===== src/rtl/mmie_pkg.sv =====
// ----------------------------------------------------------------------------
// mmie_pkg: shared types and constants for the memory-to-memory executor
// Instruction modes, error codes, sequencer states and widths.
// ----------------------------------------------------------------------------
package mmie_pkg;
	localparam int DATA_DEPTH = 1024;
	localparam int PROG_DEPTH = 256;
	localparam int DAW = $clog2(DATA_DEPTH);
	localparam int LENW = $clog2(PROG_DEPTH + 1);

	typedef enum logic [4:0] {
		M_CONST = 5'd0, M_ASTORE = 5'd1, M_ALOAD = 5'd2, M_COPY = 5'd3,
		M_ADD = 5'd4, M_SUB = 5'd5, M_MUL = 5'd6, M_DIV = 5'd7, M_MOD = 5'd8,
		M_EQ = 5'd9, M_GT = 5'd10, M_LT = 5'd11, M_AND = 5'd12, M_OR = 5'd13,
		M_NOT = 5'd14, M_CJUMP = 5'd15, M_JUMP = 5'd16, M_IJUMP = 5'd17,
		M_OUT = 5'd18, M_IN = 5'd19
	} mode_t;

	localparam logic [1:0] ERR_NONE = 2'd0;
	localparam logic [1:0] ERR_DIV0 = 2'd1;
	localparam logic [1:0] ERR_ADDR = 2'd2;
	localparam logic [1:0] ERR_JUMP = 2'd3;

	typedef enum logic [3:0] {
		S_IDLE, S_RDB, S_WB, S_RDA, S_WA, S_RDE, S_WE, S_EXEC, S_DIV, S_FIN, S_OUT
	} state_t;

	typedef struct packed {
		logic        start;
		logic        is_mod;
		logic [31:0] x;
		logic [31:0] y;
	} div_req_t;

	typedef struct packed {
		logic        busy;
		logic        done;
		logic [31:0] result;
	} div_rsp_t;
endpackage


===== src/rtl/mmie_alu.sv =====
// ----------------------------------------------------------------------------
// mmie_alu: combinational arithmetic, compare and logic unit
// Add, subtract, low-word multiply, compares and logical ops.
// ----------------------------------------------------------------------------
module mmie_alu (
	input  logic [4:0]  mode,
	input  logic [31:0] x,
	input  logic [31:0] y,
	output logic [31:0] r
);
	import mmie_pkg::*;

	logic [31:0] prod;

	// Keep only the low word of the product
	assign prod = x * y;

	// Select operation
	always_comb begin
		case (mode_t'(mode))
			M_ADD:   r = x + y;
			M_SUB:   r = x - y;
			M_MUL:   r = prod;
			M_EQ:    r = {31'd0, x == y};
			M_GT:    r = {31'd0, $signed(x) > $signed(y)};
			M_LT:    r = {31'd0, $signed(x) < $signed(y)};
			M_AND:   r = {31'd0, (x != 0) && (y != 0)};
			M_OR:    r = {31'd0, (x != 0) || (y != 0)};
			M_NOT:   r = {31'd0, x == 0};
			default: r = x;
		endcase
	end
endmodule


===== config.mk =====
export PLATFORM = sky130hd
export DESIGN_NAME = mmie_alu
export DESIGN_NICKNAME = d
export VERILOG_FILES = /design/src/rtl/mmie_pkg.sv /design/src/rtl/mmie_alu.sv
export SDC_FILE = /design/constraint.sdc
export NUM_CORES = 1
export LEC_CHECK = 0
export ABC_AREA = 0
export BUFFER_PORTS_ARGS = -buffer_cell sky130_fd_sc_hd__clkbuf_2
export CAP_MARGIN = 30
export CORE_MARGIN = 4
export CORE_UTILIZATION = 40
export DETAILED_ROUTE_END_ITERATION = 7
export PLACE_DENSITY = 0.56
export SYNTH_ARGS = -nofsm -noshare
export SYNTH_HDL_FRONTEND = slang
export SYNTH_SLANG_ARGS = --single-unit

===== constraint.sdc =====
create_clock -name vclk -period 12.82
set_input_delay 0.641 -clock vclk [all_inputs]
set_output_delay 0.641 -clock vclk [all_outputs]
set_load 0.01 [all_outputs]

==> results.txt <==
----------------------------------------------------
[Logic synthesis]
  Number of warnings issued by yosys ... 0
  Count of cell types in the netlist ... 82
  Mapped Nets ... 3066
  Instance count of the mapped netlist ... 2401
  Sequential-to-total area share from yosys stat ... 0%
  Post-synth design cell area ... 20000 um^2
  Synth Area per Inst ... 8.35 um^2

[Worst setup path]
  Crit path kind ... input port to primary output
  Largest driver fanout on the critical path ... 24
  Sort of element at the end of the critical path ... primary output
  Arrival time at the worst endpoint ... 8370 ps
  Endpoint required time on the critical path ... 12180 ps
  Critical Path Start Type ... input port

[Timing]
  Maximum clock frequency ... 0.111 GHz
  Total negative slack ... 0 ps
  Final Hold Slack ... 1660 ps
  Setup repair after global routing missed its margin ... no
  Setup-failing EPs final ... 0
  Worst Tran Pin Value ... 1020 ps
  Number of slew-limit violations in the final report ... 0
  Share of the cycle needed by the critical path after routing ... 70.3%
  Minimum period implied by the final worst setup slack ... 9020 ps
  Worst slew slack as a fraction of its limit ... 31.9%
  Final number of hold-violating endpoints ... 0

[CTS]
  Post-cts repair resize count ... 0
  Hold buffer count at CTS ... 0
  Buffers inserted during post-CTS setup optimization ... 0

[Floorplan]
  Horizontal extent of the die ... 232 um
  Initial standard-cell utilization of the core ... 40.7%
  Ports ... 101
  Standard-cell rows ... 81
  Die boundary height ... 232 um
  Full die area ... 53700 um^2
  Area of the core region ... 49300 um^2

[Placement]
  Area post-placement ... 21000 um^2
  Number of cells after detailed placement ... 3053
  I/O Buffers ... 101
  DP HPWL ... 54.6 mm
  Placer congestion estimate ... 0.946

[Layout]
  Clock buf count ... 0
  Most common cell after layout, fill and taps aside ... sky130_fd_sc_hd__inv_1
  Layout overhead on the synthesized area ... 4.91%
  Number of standard cells in the final layout excluding fillers ... 3055
  Layout sequential cell count ... 0
  Post-layout instance area ... 21000 um^2
  FF+latch area ... 0 um^2
  Share of post-route cells with drive strength above 1 ... 6.19%
  Final nets ... 3057
  # fillers ... 5056
  Most frequent cells in the layout ... sky130_fd_sc_hd__inv_1, sky130_fd_sc_hd__fa_1, sky130_fd_sc_hd__and2_1

[Detailed routing]
  Total vias in the final route ... 17100
  Post-DRT Antenna Nets ... 0
  DRT iter0 DRCs ... 1484
  Routed WL ... 71.4 mm
  DRC viols ... 0
  Post-detailed-route via-to-cell ratio ... 5.59
  Router iterations before antenna repair ... 6
  Average routed wire per standard cell ... 23.4 um

[Min path]
  Min-Delay Path Depth ... 5
  Class of the most critical hold timing path ... input port to primary output
  Hold worst-path end ... r[0]
  Worst hold path startpoint ... mode[4]

[GRT]
  Via count of the first global-routing pass ... 18200
  Most crowded layer after global routing ... met2
  Global-route wire length before repair ... 111 mm
  GR met1 Demand/Resource ... 38.7%
  Global routing usage on met3 ... 3.36%
  Largest net degree at the start of global routing ... 37
  Leftover overflow at the end of global routing ... 0
  Met2 Use GR ... 43.2%
  Number of antenna violations at the first check in global routing ... 4
  Gr usage total ... 26.8%

[Flow run]
  Number of max-capacitance violations reported ... 0

[Outcome]
  Outcome ... complete, no violations

----------------------------------------------------
## worst max-delay path: stages
cell and delay (ps):
sky130_fd_sc_hd__clkbuf_2 640, sky130_fd_sc_hd__ha_1 310, sky130_fd_sc_hd__inv_1 120, sky130_fd_sc_hd__fa_1 400, sky130_fd_sc_hd__inv_1 80, sky130_fd_sc_hd__fa_1 440, sky130_fd_sc_hd__fa_1 520, sky130_fd_sc_hd__inv_1 50
sky130_fd_sc_hd__fa_1 480, sky130_fd_sc_hd__inv_1 60, sky130_fd_sc_hd__fa_1 480, sky130_fd_sc_hd__fa_1 560, sky130_fd_sc_hd__fa_1 440, sky130_fd_sc_hd__fa_1 460, sky130_fd_sc_hd__ha_1 350, sky130_fd_sc_hd__a21oi_1 180
sky130_fd_sc_hd__o21bai_1 80, sky130_fd_sc_hd__a2111oi_0 520, sky130_fd_sc_hd__o31ai_1 210, sky130_fd_sc_hd__o41ai_2 580, sky130_fd_sc_hd__o21ai_1 180, sky130_fd_sc_hd__xnor2_1 170, sky130_fd_sc_hd__o221ai_1 220, sky130_fd_sc_hd__clkbuf_2 180
## worst max-delay path by stage
stage                      from     to  depth (start not counted)
after CTS                  y[9]  r[30]                         24
after global routing       x[6]  r[20]                         23
after floorplan           x[13]  r[30]                         24
final                      y[9]  r[30]                         24
after detailed placement   y[9]  r[30]                         24
after global placement     y[2]  r[30]                         24
## cell usage after synthesis (all sizes together) (18+ instances only)
cell type	count	area share, %
fa	410	41
inv	451	8.4
nand2b	18	0.60
nor4	24	0.81
and2	279	8.7
xnor2	87	3.8
a21o	23	0.86
nor3	20	0.50
xor2	25	1.1
o21ai	73	1.8
ha	186	12
nand2	267	5.0
a21oi	83	2.1
clkbuf	115	2.2
nor2	93	1.7
## layout make-up
type               instances  area [um^2]  area share (%)
diodes                     1         2.50          0.0119
inverters                452         1700            8.07
multi-input cells       1819        17800            84.9
well taps                664          831            3.95
repair buffers           119          653            3.11
## logic make-up after synthesis
| family | after synthesis | synth area share, % |
|---|---|---|
| and+or+nand+nor | 772 | 19.7 |
| adders and majority gates | 597 | 52.6 |
| buffers and inverters | 582 | 11.0 |
| AOI/OAI and AO/OA | 329 | 11.3 |
| xor gates and xnor gates | 112 | 4.89 |
| muxes | 9 | 0.456 |
## layer usage
metal | vias up | part of all wire [%]
met4 | 2 | 3.0
met1 | 8731 | 44
met3 | 126 | 7.4
met2 | 754 | 45
li1 | 7465 | -
met5 | - | 0.028
## per-stage QoR
step | setup slack, ps | utilization, %
2_1_floorplan | 5050 | -
3_3_place_gp | 3990 | 42.6
3_5_place_dp | 3960 | 42.6
4_1_cts | 3910 | 42.6
5_1_grt | 3600 | 42.7
6_report | 3800 | 42.7
