<file path="src/rtl/mmie_pkg.sv">
// ----------------------------------------------------------------------------
// mmie_pkg: shared types and constants for the memory-to-memory executor
// Instruction modes, error codes, sequencer states and widths.
// ----------------------------------------------------------------------------
package mmie_pkg;
	localparam int DATA_DEPTH = 1024;
	localparam int PROG_DEPTH = 256;
	localparam int DAW = $clog2(DATA_DEPTH);
	localparam int LENW = $clog2(PROG_DEPTH + 1);

	typedef enum logic [4:0] {
		M_CONST = 5'd0, M_ASTORE = 5'd1, M_ALOAD = 5'd2, M_COPY = 5'd3,
		M_ADD = 5'd4, M_SUB = 5'd5, M_MUL = 5'd6, M_DIV = 5'd7, M_MOD = 5'd8,
		M_EQ = 5'd9, M_GT = 5'd10, M_LT = 5'd11, M_AND = 5'd12, M_OR = 5'd13,
		M_NOT = 5'd14, M_CJUMP = 5'd15, M_JUMP = 5'd16, M_IJUMP = 5'd17,
		M_OUT = 5'd18, M_IN = 5'd19
	} mode_t;

	localparam logic [1:0] ERR_NONE = 2'd0;
	localparam logic [1:0] ERR_DIV0 = 2'd1;
	localparam logic [1:0] ERR_ADDR = 2'd2;
	localparam logic [1:0] ERR_JUMP = 2'd3;

	typedef enum logic [3:0] {
		S_IDLE, S_RDB, S_WB, S_RDA, S_WA, S_RDE, S_WE, S_EXEC, S_DIV, S_FIN, S_OUT
	} state_t;

	typedef struct packed {
		logic        start;
		logic        is_mod;
		logic [31:0] x;
		logic [31:0] y;
	} div_req_t;

	typedef struct packed {
		logic        busy;
		logic        done;
		logic [31:0] result;
	} div_rsp_t;
endpackage

</file>
<file path="src/rtl/mmie_divider.sv">
// ----------------------------------------------------------------------------
// mmie_divider: radix-2 restoring signed divider
// One quotient bit per cycle; truncates toward zero, remainder signed as x.
// ----------------------------------------------------------------------------
module mmie_divider (
	input  logic                clk,
	input  logic                arst_n,
	input  mmie_pkg::div_req_t  req,
	output mmie_pkg::div_rsp_t  rsp
);
	import mmie_pkg::*;

	logic        busy_q;
	logic        done_q;
	logic [5:0]  cnt_q;
	logic [31:0] quo_q;
	logic [31:0] rem_q;
	logic [31:0] dvs_q;
	logic        negq_q;
	logic        negr_q;
	logic        mod_q;
	logic [32:0] trial;
	logic [31:0] shifted;

	// Shift in next dividend bit and try a subtract
	assign shifted = {rem_q[30:0], quo_q[31]};
	assign trial = {1'b0, shifted} - {1'b0, dvs_q};

	// Iterate over the 32 quotient bits
	always_ff @(posedge clk or negedge arst_n) begin
		if (!arst_n) begin
			busy_q <= 1'b0;
			done_q <= 1'b0;
			cnt_q  <= '0;
		end else begin
			done_q <= 1'b0;
			if (req.start) begin
				busy_q <= 1'b1;
				cnt_q  <= '0;
			end else if (busy_q) begin
				cnt_q <= cnt_q + 6'd1;
				if (cnt_q == 6'd31) begin
					busy_q <= 1'b0;
					done_q <= 1'b1;
				end
			end
		end
	end

	always_ff @(posedge clk) begin
		if (req.start) begin
			quo_q  <= req.x[31] ? 32'd0 - req.x : req.x;
			dvs_q  <= req.y[31] ? 32'd0 - req.y : req.y;
			rem_q  <= '0;
			negq_q <= req.x[31] ^ req.y[31];
			negr_q <= req.x[31];
			mod_q  <= req.is_mod;
		end else if (busy_q) begin
			if (!trial[32]) begin
				rem_q <= trial[31:0];
				quo_q <= {quo_q[30:0], 1'b1};
			end else begin
				rem_q <= shifted;
				quo_q <= {quo_q[30:0], 1'b0};
			end
		end
	end

	// Apply signs
	always_comb begin
		rsp.busy = busy_q;
		rsp.done = done_q;
		if (mod_q) rsp.result = negr_q ? 32'd0 - rem_q : rem_q;
		else       rsp.result = negq_q ? 32'd0 - quo_q : quo_q;
	end
endmodule

</file>
<file path="config.mk">
export PLATFORM = sky130hd
export DESIGN_NAME = mmie_divider
export DESIGN_NICKNAME = d
export VERILOG_FILES = /design/src/rtl/mmie_pkg.sv /design/src/rtl/mmie_divider.sv
export SDC_FILE = /design/constraint.sdc
export NUM_CORES = 1
export LEC_CHECK = 0
export ABC_AREA = 1
export BUFFER_PORTS_ARGS = -buffer_cell sky130_fd_sc_hd__buf_2
export CAP_MARGIN = 20
export CORE_ASPECT_RATIO = 0.75
export CORE_MARGIN = 8
export CORE_UTILIZATION = 40
export CTS_BUF_LIST = sky130_fd_sc_hd__clkbuf_8
export CTS_CLUSTER_SIZE = 12
export DETAILED_ROUTE_END_ITERATION = 7
export GPL_ROUTABILITY_DRIVEN = 1
export PLACE_DENSITY = 0.63
export SLEW_MARGIN = 25
export SYNTH_ARGS = -nofsm -noshare
export SYNTH_HDL_FRONTEND = slang
export SYNTH_SLANG_ARGS = --single-unit
</file>
<file path="constraint.sdc">
create_clock -name clk -period 4.93 [get_ports clk]
set_clock_uncertainty 0.05 [all_clocks]
set_input_delay 0.7395 -clock clk [delete_from_list [all_inputs] [get_ports clk]]
set_output_delay 0.7395 -clock clk [all_outputs]
set_load 0.01 [all_outputs]
</file>
==> results.md, run 1 <==
- Final period util: 0.7366
- Max VDD drop: 0.1559 mV
- R2R Path Start: quo_q[31]
- Wire per inst: between 15 and 20 µm
- Reg2reg end: rem_q[0]
- Drt initial violations: between 1000 and 1500
- Period minus WS final: ~3.6 ns
- Nets: slightly below 2000
- Num CTS Buffers: 9
- Area leader, netlist: nand2_1
- FFs w/ async S/R, synth: 0.07477
- Synth Flop Type: edfxtp_1
- Total GRT Usage: 0.2195
- Cells on worst reg2reg path: 15
- Clk slew on worst S/H paths: about 0.11 ns
- Root Buffer: clkbuf_8
- Synth-to-Final Area Change: 8.652%
- PwrDens: just over 200 nW/µm²
- Number of remaining DRC errors: 0
- ANT nets after route: 0
- Pre-antenna DRT Iters: 5
- P_leak: between 6 and 7 nW
- Worst reg2reg setup slack: around 1.8 ns
- TritonCTS clock tree: yes
- PnR Total Power: between 2 and 2.5 mW
- Kind of critical path: reg -> out
- Area share of and/or/nand/nor cells after synthesis: 0.4093
- HP Class: in -> async
- Number of synthesized flops with an enable pin: between 60 and 70
- Top Ports: 102
- Met1 Track Usage GR: 0.3457
- Critical Path AT: approximately 2.8 ns
- Netlist Area Pre-Place: around 11000 µm²
- Clock Latency Late Sink: just over 0.4 ns
- H-tree Lvls: 3
- Crit path required time: 4.14 ns
- Status: finished, final reports clean
- Crit path from: quo_q[2]
- Top cells by area, synth: nand2_1, edfxtp_1, inv_1
- Initial antenna violation count: 0
- Cell Rows: 52
- Setup ws final: approximately 1.3 ns
- Final hold violations: 0
- Fmax: 0.2754 GHz
- First-pass GRT wire length: between 50 and 60 mm
- Crit-path slowest cell: edfxtp_1
- Worst setup SP type: flip-flop
- Starting Density: 0.4036
- Routed vias: between 10000 and 15000
- Die area: roughly 33000 µm²
- Syn nets: 1920
- Drt via density: ~5.2
- Max-Cap Viols: 0
- Gates resized, CTS repair: 0
- Actual slew at the worst max-slew pin: approximately 0.95 ns
- Worst setup path end: rsp[11]
- Layout cells sized above 1: 0.08047
- Syn Inst Count: around 1800
- Mean Syn Cell Area: between 5 and 6 µm²
- Crit-path max FO: 5
- Mux cell area share after synthesis: 0
- Post-synth cell types: between 50 and 60
- Unrepaired setup endpoints after global routing: no
- Largest family of logic cells by synthesized area: simple AND/OR/NAND/NOR gates
- ANT cells: 0
- Slew Viols, Final: 0
- Final wirelength: approximately 37 mm
- Worst-case hold slack: about 0.094 ns
- GRT met3 Usage: 0.04880
- Core Area: ~27000 µm²
- Commonest cells in the synthesized netlist: nand2_1, inv_1, nand3_1
- Relative slew slack: 0.3653
- Largest net degree at the start of global routing: 49
- Most common cell in the netlist: nand2_1
- Final setup vio count: 0
- Gpl congestion: about 0.96
- I/O Buffers: slightly above 100
- Grt ovf: 0
- Die W: between 200 and 250 µm
- Final setup TNS: 0 ns
- Final HPWL DP: slightly above 30 mm
- Seq/Total Area, Yosys: 0.2637
- Crit-path cells: inv_1, nand3_1, nor2_1, nand3_1, nor2_1, a21oi_1, nand2_1, nand2_1, o21ai_0, buf_2
- CP peak stage delay: 0.44 ns
- Height of the die: approximately 160 µm
- Post-Synth XOR/XNOR Area: 0.04129
- Dpl ws: between 1.5 and 2 ns
- Yosys top cell area share: 0.1954
- Clock sink total: 107
- CP Capture Type: primary output
- Postcts setup bufs: 0
- #FFs+latches synth: around 110
- Met2 Use GR: 0.2970
- Synth Warn #: 0
- Synth Area in Compound Gates: 0.1059
- Synth Area in Adders: 0.04464
- Gr busiest metal: met1
- Clk buf depth: 2
- Number of global-route vias before repair: 10030
- Post-cts hold buffer count: 0
worst min path at each step:
| stage | from | to | slack, ns | cells after the start |
|---|---|---|---|---|
| global placement | rem_q[31] | rem_q[31] | 0.42 | 2 |
| floorplan | arst_n | busy_q | 0.39 | 0 |
| CTS | arst_n | cnt_q[2] | 0.08 | 1 |
| finish | arst_n | cnt_q[1] | 0.09 | 1 |
| detailed placement | rem_q[31] | rem_q[31] | 0.42 | 2 |
| global route | arst_n | cnt_q[2] | 0.09 | 1 |
per-stage QoR:
stage,util,instance area [µm²],instances
6_report,0.4385,11750,2240
3_5_place_dp,0.4309,11550,2224
3_3_place_gp,0.4309,11550,2224
2_1_floorplan,-,10820,1814
4_1_cts,0.4385,11750,2240
5_1_grt,0.4385,11750,2240
area by class of cell:
cell class	instances	area, µm²
Fill cell	2896	15050
Multi-Input combinational cell	1340	6506
Sequential cell	107	2853
Inverter	318	1194
Timing Repair Buffer	108	558.0
Tap cell	351	439.2
Clock buffer	9	123.9
Clock inverter	7	80.08
placed cells by master (no fill, tap or decap), types with 2 or more instances in the layout:
cell type / instances
nand3_1: 192
nor3_2: 2
and3_1: 2
or2_2: 3
xnor2_1: 19
xor2_1: 32
inv_6: 3
a21boi_0: 2
nor3b_1: 2
nand2_2: 2
nand4_1: 32
buf_2: 101
dfrtp_1: 8
dfxtp_1: 32
and2_1: 3
nor4_1: 3
a21oi_1: 62
nand3b_1: 2
buf_4: 7
o211ai_1: 11
nand2_1: 563
clkbuf_8: 9
nor2_2: 4
a31oi_1: 5
inv_2: 3
nor2_1: 186
inv_1: 314
edfxtp_1: 67
o21ai_0: 92
nand3_2: 7
ha_1: 37
nor3_1: 35
o21ai_1: 16
o31ai_1: 4
o21bai_1: 2
o22ai_1: 6
o32ai_1: 2
kinds of logic after synthesis:
logic type / count (synthesis)
AOI/OAI and AO/OA: 209
DFF: 107
adders and majority gates: 38
buffers and inverters: 367
xor gates and xnor gates: 51
and+or+nand+nor: 1042
state kept, by name, summed over array words and instances (netlist names):
register	cells
busy_q	1
cnt_q	6
done_q	1
dvs_q	32
mod_q	1
negq_q	1
negr_q	1
quo_q	32
rem_q	32
critical path: cells and delay by family, from the launching register on:
family                 cells  cell delay (ns)
and+or+nand+nor            6             1.26
DFF                        1             0.44
AOI/OAI and AO/OA          2             0.41
buffers and inverters      2             0.32
report_power, final:
group | internal [mW] | switching (mW)
clock network | 0.243 | 0.353
logic | 0.223 | 0.477
registers | 1.03 | 0.0584
total | 1.49 | 0.889
routing by layer:
layer | wire length, µm | share of wire | up-vias
li1 | - | - | 5933
met1 | 18780 | 0.51 | 5249
met2 | 14030 | 0.38 | 456
met3 | 3438 | 0.094 | 25
met4 | 356 | 0.0097 | 0
met5 | 0 | 0 | -
(Power assumes the default switching activity.)
==> run 2, diff against run 1 <==
- ABC_AREA: 1 -> 0
- clock period: 4.93 -> 3.45 ns (I/O delays scaled with it)
==> results.md, run 2 <==
- Status: finished with violations
- Failing checks: negative setup slack
- Drt via density: between 5 and 6
- Cell Rows: 47
- Starting Density: 0.4028
- ANT nets after route: 0
- Height of the die: ~140 µm
- Crit path required time: between 2 and 3 ns
- ANT cells: 0
- #FFs+latches synth: between 100 and 150
- Top cell by count, worst path: or4_4
- Syn Inst Count: around 1000
- Worst reg2reg setup slack: between 0.1 and 0.15 ns
- Nets: 1295
- Drt initial violations: roughly 580
- Final setup vio count: 18
- Gpl congestion: between 0.9 and 1
- Final HPWL DP: roughly 18 mm
- Clk slew on worst S/H paths: around 0.11 ns
- Worst-case hold slack: around 0.26 ns
- Top cells by area, synth: edfxtp_1, xnor2_1, dfxtp_1
- Largest net degree at the start of global routing: 70
- Root Buffer: clkbuf_8
- Fillcell total: roughly 2100
- Period minus WS final: 3.979 ns
- CP peak stage delay: 0.50 ns
- Top Ports: 102
- Critical Path AT: roughly 3.4 ns
- Grt ovf: 0
- Unrepaired setup endpoints after global routing: yes
- Kind of critical path: reg -> out
- Mean Syn Cell Area: 8.475 µm²
- Synth Warn #: 0
- H-tree Lvls: 3
- FFs w/ async S/R, synth: 0.07477
- Crit-path cells: nor4_4, nand2_1, or4_4, or4_4, or4_4, o31ai_2, xnor2_1, nor2_1, a21oi_2, buf_2
- HP Class: in -> reg
- Commonest non-fill, non-tap cell in the layout: nor2_1
- Pre-antenna DRT Iters: 5
- Number of remaining DRC errors: 0
- Placed Area: 10130 µm²
- Num CTS Buffers: 9
- Final setup TNS: -5.431 ns
- Final wirelength: about 23 mm
- Synth Flop Type: edfxtp_1
- TritonCTS clock tree: yes
- Commonest cells in the synthesized netlist: nor2_1, nand2_1, xnor2_1
- Crit-path slowest cell: or4_4
- Netlist Area Pre-Place: roughly 9000 µm²
- PwrDens: between 300 and 400 nW/µm²
- Max-Cap Viols: 0
- Area leader, netlist: edfxtp_1
- Cell area after layout: about 11000 µm²
- Post-synth cell types: between 60 and 70
- Crit-path max FO: 5
- Die area: between 20000 and 30000 µm²
- Final hold violations: 0
- I/O Buffers: about 100
- Synth-to-Final Area Change: 20.60%
- Wire per inst: between 15 and 20 µm
- Routed vias: just under 8000
- Syn nets: roughly 1100
- Max VDD drop: approximately 0.18 mV
- Seq/Total Area, Yosys: 0.3246
- Clk buf depth: 2
- Setup ws final: -0.5290 ns
- Layout cells sized above 1: 0.2270
- P_leak: between 4 and 5 nW
- Total GRT Usage: 0.1667
- First-pass GRT wire length: around 37 mm
- Slew Viols, Final: 0
- Commonest cells after routing, fill and taps aside: nor2_1, buf_2, buf_4, nand2_1, xnor2_1
- Most common cell in the netlist: nor2_1
- Number of global-route vias before repair: 7573
- Die W: 187.2 µm
- Fmax: ~0.25 GHz
- Top flop regs: dvs_q (32), quo_q (32), rem_q (32)
- Initial antenna violation count: 0
- Clock sink total: approximately 110
- Actual slew at the worst max-slew pin: approximately 1.1 ns
- CP Capture Type: primary output
- Clock Latency Late Sink: between 0.3 and 0.4 ns
- Worst setup SP type: flip-flop
- Final period util: 1.153
- Relative slew slack: 0.2795
- Yosys top cell area share: 0.2289
- Number of synthesized flops with an enable pin: between 60 and 70
- Core Area: ~22000 µm²
-- run 2: worst paths after layout --
| check | from | end | depth (start not counted) |
|---|---|---|---|
| worst max-delay path | quo_q[3] | rsp[31] | 10 |
| worst min-delay path | req[64] | mod_q | 1 |
| worst max register to register | quo_q[31] | rem_q[20] | 15 |
| worst min register to register | rem_q[31] | rem_q[31] | 2 |
| max in group asynchronous | arst_n | done_q | 2 |
| min in group asynchronous | arst_n | cnt_q[4] | 2 |
-- run 2: stage by stage --
step | std cells | setup WS, ns | utilization | power, mW
after floorplan | 1037 | -0.1816 | - | 2.160
after global placement | 1464 | -0.4070 | 0.4643 | 2.512
after detailed placement | 1464 | -0.4181 | 0.4643 | 2.526
after CTS | 1485 | -0.5212 | 0.4801 | 3.332
after global routing | 1488 | -0.6779 | 0.4858 | 3.502
final | 1488 | -0.5290 | 0.4858 | 3.314
-- run 2: kinds of logic after synthesis --
logic type                 Yosys count  share of synthesized area
AOI/OAI and AO/OA                  296                     0.2183
muxes                               30                    0.03431
DFF                                107                     0.3246
buffers and inverters              112                    0.05239
adders and majority gates           38                    0.05495
and+or+nand+nor                    304                     0.1660
xor gates and xnor gates           150                     0.1495
-- run 2: area by class of cell --
| class | instances | area (µm²) | area share |
|---|---|---|---|
| Clock inverter | 5 | 36.28 | 0.003423 |
| Clock buffer | 11 | 151.4 | 0.01428 |
| Inverter | 53 | 198.9 | 0.01877 |
| Tap cell | 294 | 367.9 | 0.03471 |
| Timing Repair Buffer | 200 | 1270 | 0.1198 |
| Multi-Input combinational cell | 818 | 5719 | 0.5396 |
| Sequential cell | 107 | 2855 | 0.2694 |
-- run 2: metal layers --
| layer | vias to the layer above | routed length [µm] | track usage |
|---|---|---|---|
| met5 | - | 0 | 0 |
| met3 | 15 | 1148 | 0.03157 |
| met2 | 163 | 10350 | 0.2730 |
| met4 | 0 | 212 | 0.03460 |
| li1 | 4068 | - | - |
| met1 | 3713 | 11420 | 0.2266 |
-- run 2: worst max-delay path: cells and delay by family (launching register included) --
| kind | cells | cell delay (ns) |
|---|---|---|
| simple gates | 6 | 1.89 |
| compound gates | 2 | 0.40 |
| buf+inv | 1 | 0.16 |
| flops | 1 | 0.44 |
| xor+xnor | 1 | 0.15 |
-- run 2: repair_timing --
item	4_1_cts	5_1_grt
endpoints found under the hold margin	8	0
gates resized for setup	31	21
hold buffers	1	0
setup buffers	4	3
setup endpoints to repair	53	53
pin swaps	6	5
-- run 2: power by group --
part | switching (mW) | leakage (nW) | internal [mW]
Sequential | 0.0873 | 1.03 | 1.47
Clock | 0.467 | 0.0958 | 0.305
Combinational | 0.545 | 3.31 | 0.437
Total | 1.10 | 4.44 | 2.22
==> run 3, diff against run 2 <==
- SETUP_SLACK_MARGIN: unset -> 0.15
==> results.md, run 3 (same netlist as run 2, synthesis figures left out) <==
- Pre-antenna DRT Iters: 4
- TritonCTS clock tree: yes
- Status: finished with violations
- Height of the die: 144.4 µm
- Initial antenna violation count: 0
- Relative slew slack: 0.3902
- Starting Density: 0.4028
- Layout cells sized above 1: 0.2336
- Cells on worst reg2reg path: 16
- CP Capture Type: primary output
- Gpl congestion: 0.8781
- Clk buf depth: 2
- Critical Path AT: 3.43 ns
- Worst setup SP type: flip-flop
- Worst reg2reg setup slack: ~0.2 ns
- Root Buffer: clkbuf_8
- Num CTS Buffers: 9
- Final HPWL DP: around 18 mm
- Number of global-route vias before repair: approximately 7600
- First-pass GRT wire length: between 30 and 40 mm
- Dpl ws: -0.4128 ns
- Commonest non-fill, non-tap cell in the layout: nor2_1
- PwrDens: 306.2 nW/µm²
- P_leak: around 4.4 nW
- Actual slew at the worst max-slew pin: between 0.9 and 1 ns
- Crit path required time: 2.88 ns
- Top Ports: 102
- Clk slew on worst S/H paths: between 0.1 and 0.15 ns
- Final wirelength: approximately 24 mm
- Number of remaining DRC errors: 0
- Hold Crit Start: req[64]
- Die area: 27020 µm²
- Final setup vio count: 18
- Top flop regs: dvs_q (32), quo_q (32), rem_q (32)
- Failing checks: negative setup slack
- Drt via density: between 5 and 6
- Hold EP: mod_q
- Grt ovf: 0
- Placed Area: slightly above 10000 µm²
- Cell area after layout: ~11000 µm²
- Routed vias: 8066
- Final hold violations: 0
- R2R Path Start: quo_q[31]
- H-tree Lvls: 3
- Slew Viols, Final: 0
- Nets: roughly 1300
- I/O Buffers: between 100 and 150
- HP Class: in -> reg
- Max VDD drop: roughly 0.17 mV
- Drt initial violations: ~550
- Setup ws final: -0.5466 ns
- Cell Rows: 47
- Clock sink total: around 110
- Final period util: 1.158
- Kind of critical path: reg -> out
- Fmax: 0.2502 GHz
- Core Area: 21820 µm²
- Total GRT Usage: 0.1706
- Synth-to-Final Area Change: 21.44%
- Crit-path max FO: 5
- Commonest cells after routing, fill and taps aside: nor2_1, buf_2, nand2_1, buf_4, xnor2_1
- Unrepaired setup endpoints after global routing: yes
- Max-Cap Viols: 0
- Reg2reg end: quo_q[0]
- Period minus WS final: approximately 4 ns
- Final setup TNS: -6.036 ns
- Clock Latency Late Sink: 0.40 ns
- ANT cells: 0
- Worst Hold Depth: 1
- Die W: 187.2 µm
- Largest net degree at the start of global routing: 81
- Wire per inst: 15.89 µm
- ANT nets after route: 0
==> run 3: cell types whose count changed in the layout (fill, tap and decap cells not counted), sizes merged <==
cell and delta:
buf -4, inv +3, clkbuf -2, clkinv -1
==> run 3: worst max-delay path, cell delays in order, from the launching register on <==
cell,delay (ns)
edfxtp_1,0.44
nor4_4,0.32
nand2_1,0.12
or4_4,0.44
or4_4,0.45
or4_4,0.50
o41ai_4,0.24
xnor2_1,0.15
nor2_1,0.06
a21oi_2,0.15
buf_2,0.15
==> run 3: through the flow <==
stage,power (mW),utilization,instances,hold WS [ns]
floorplan,2.166,-,1037,0.1719
global placement,2.510,0.4642,1461,0.3197
detailed placement,2.525,0.4642,1461,0.3181
CTS,3.269,0.4777,1481,0.2206
global route,3.446,0.4892,1484,0.2257
finish,3.268,0.4892,1484,0.2431
==> run 3: power by group <==
part	leakage, nW	switching, mW	internal (mW)
registers	1.03	0.0914	1.47
clock network	0.0932	0.470	0.256
logic	3.32	0.546	0.429
==> run 3: layer usage <==
metal | global-route usage | share of wire
met1 | 0.2416 | 0.50
met2 | 0.2646 | 0.45
met3 | 0.03373 | 0.042
met4 | 0.03710 | 0.011
met5 | 0 | 0
==> run 3: worst max-delay path by stage <==
stage | endpoint | from | depth (start not counted) | slack (ns)
5_1_grt | rsp[31] | quo_q[6] | 10 | -0.74
3_3_place_gp | quo_q[28] | req[40] | 10 | -0.42
6_report | rsp[29] | quo_q[6] | 10 | -0.55
4_1_cts | rsp[29] | quo_q[3] | 10 | -0.58
3_5_place_dp | quo_q[28] | req[40] | 10 | -0.41
2_1_floorplan | quo_q[28] | req[40] | 9 | -0.18
==> run 3: repair_timing <==
item,4_1_cts,5_1_grt
gates resized for setup,19,50
hold buffers,1,0
setup endpoints to repair,57,59
endpoints found under the hold margin,8,0
pin swaps,10,22
buffers inserted,3,3
==> run 3: cell type report <==
| cell class | instances | area (µm²) |
|---|---|---|
| Multi-Input combinational cell | 818 | 5808 |
| Timing Repair Buffer | 196 | 1284 |
| Fill cell | 2138 | 11140 |
| Clock inverter | 7 | 37.54 |
| Tap cell | 294 | 367.9 |
| Clock buffer | 9 | 123.9 |
| Sequential cell | 107 | 2853 |
| Inverter | 53 | 198.9 |
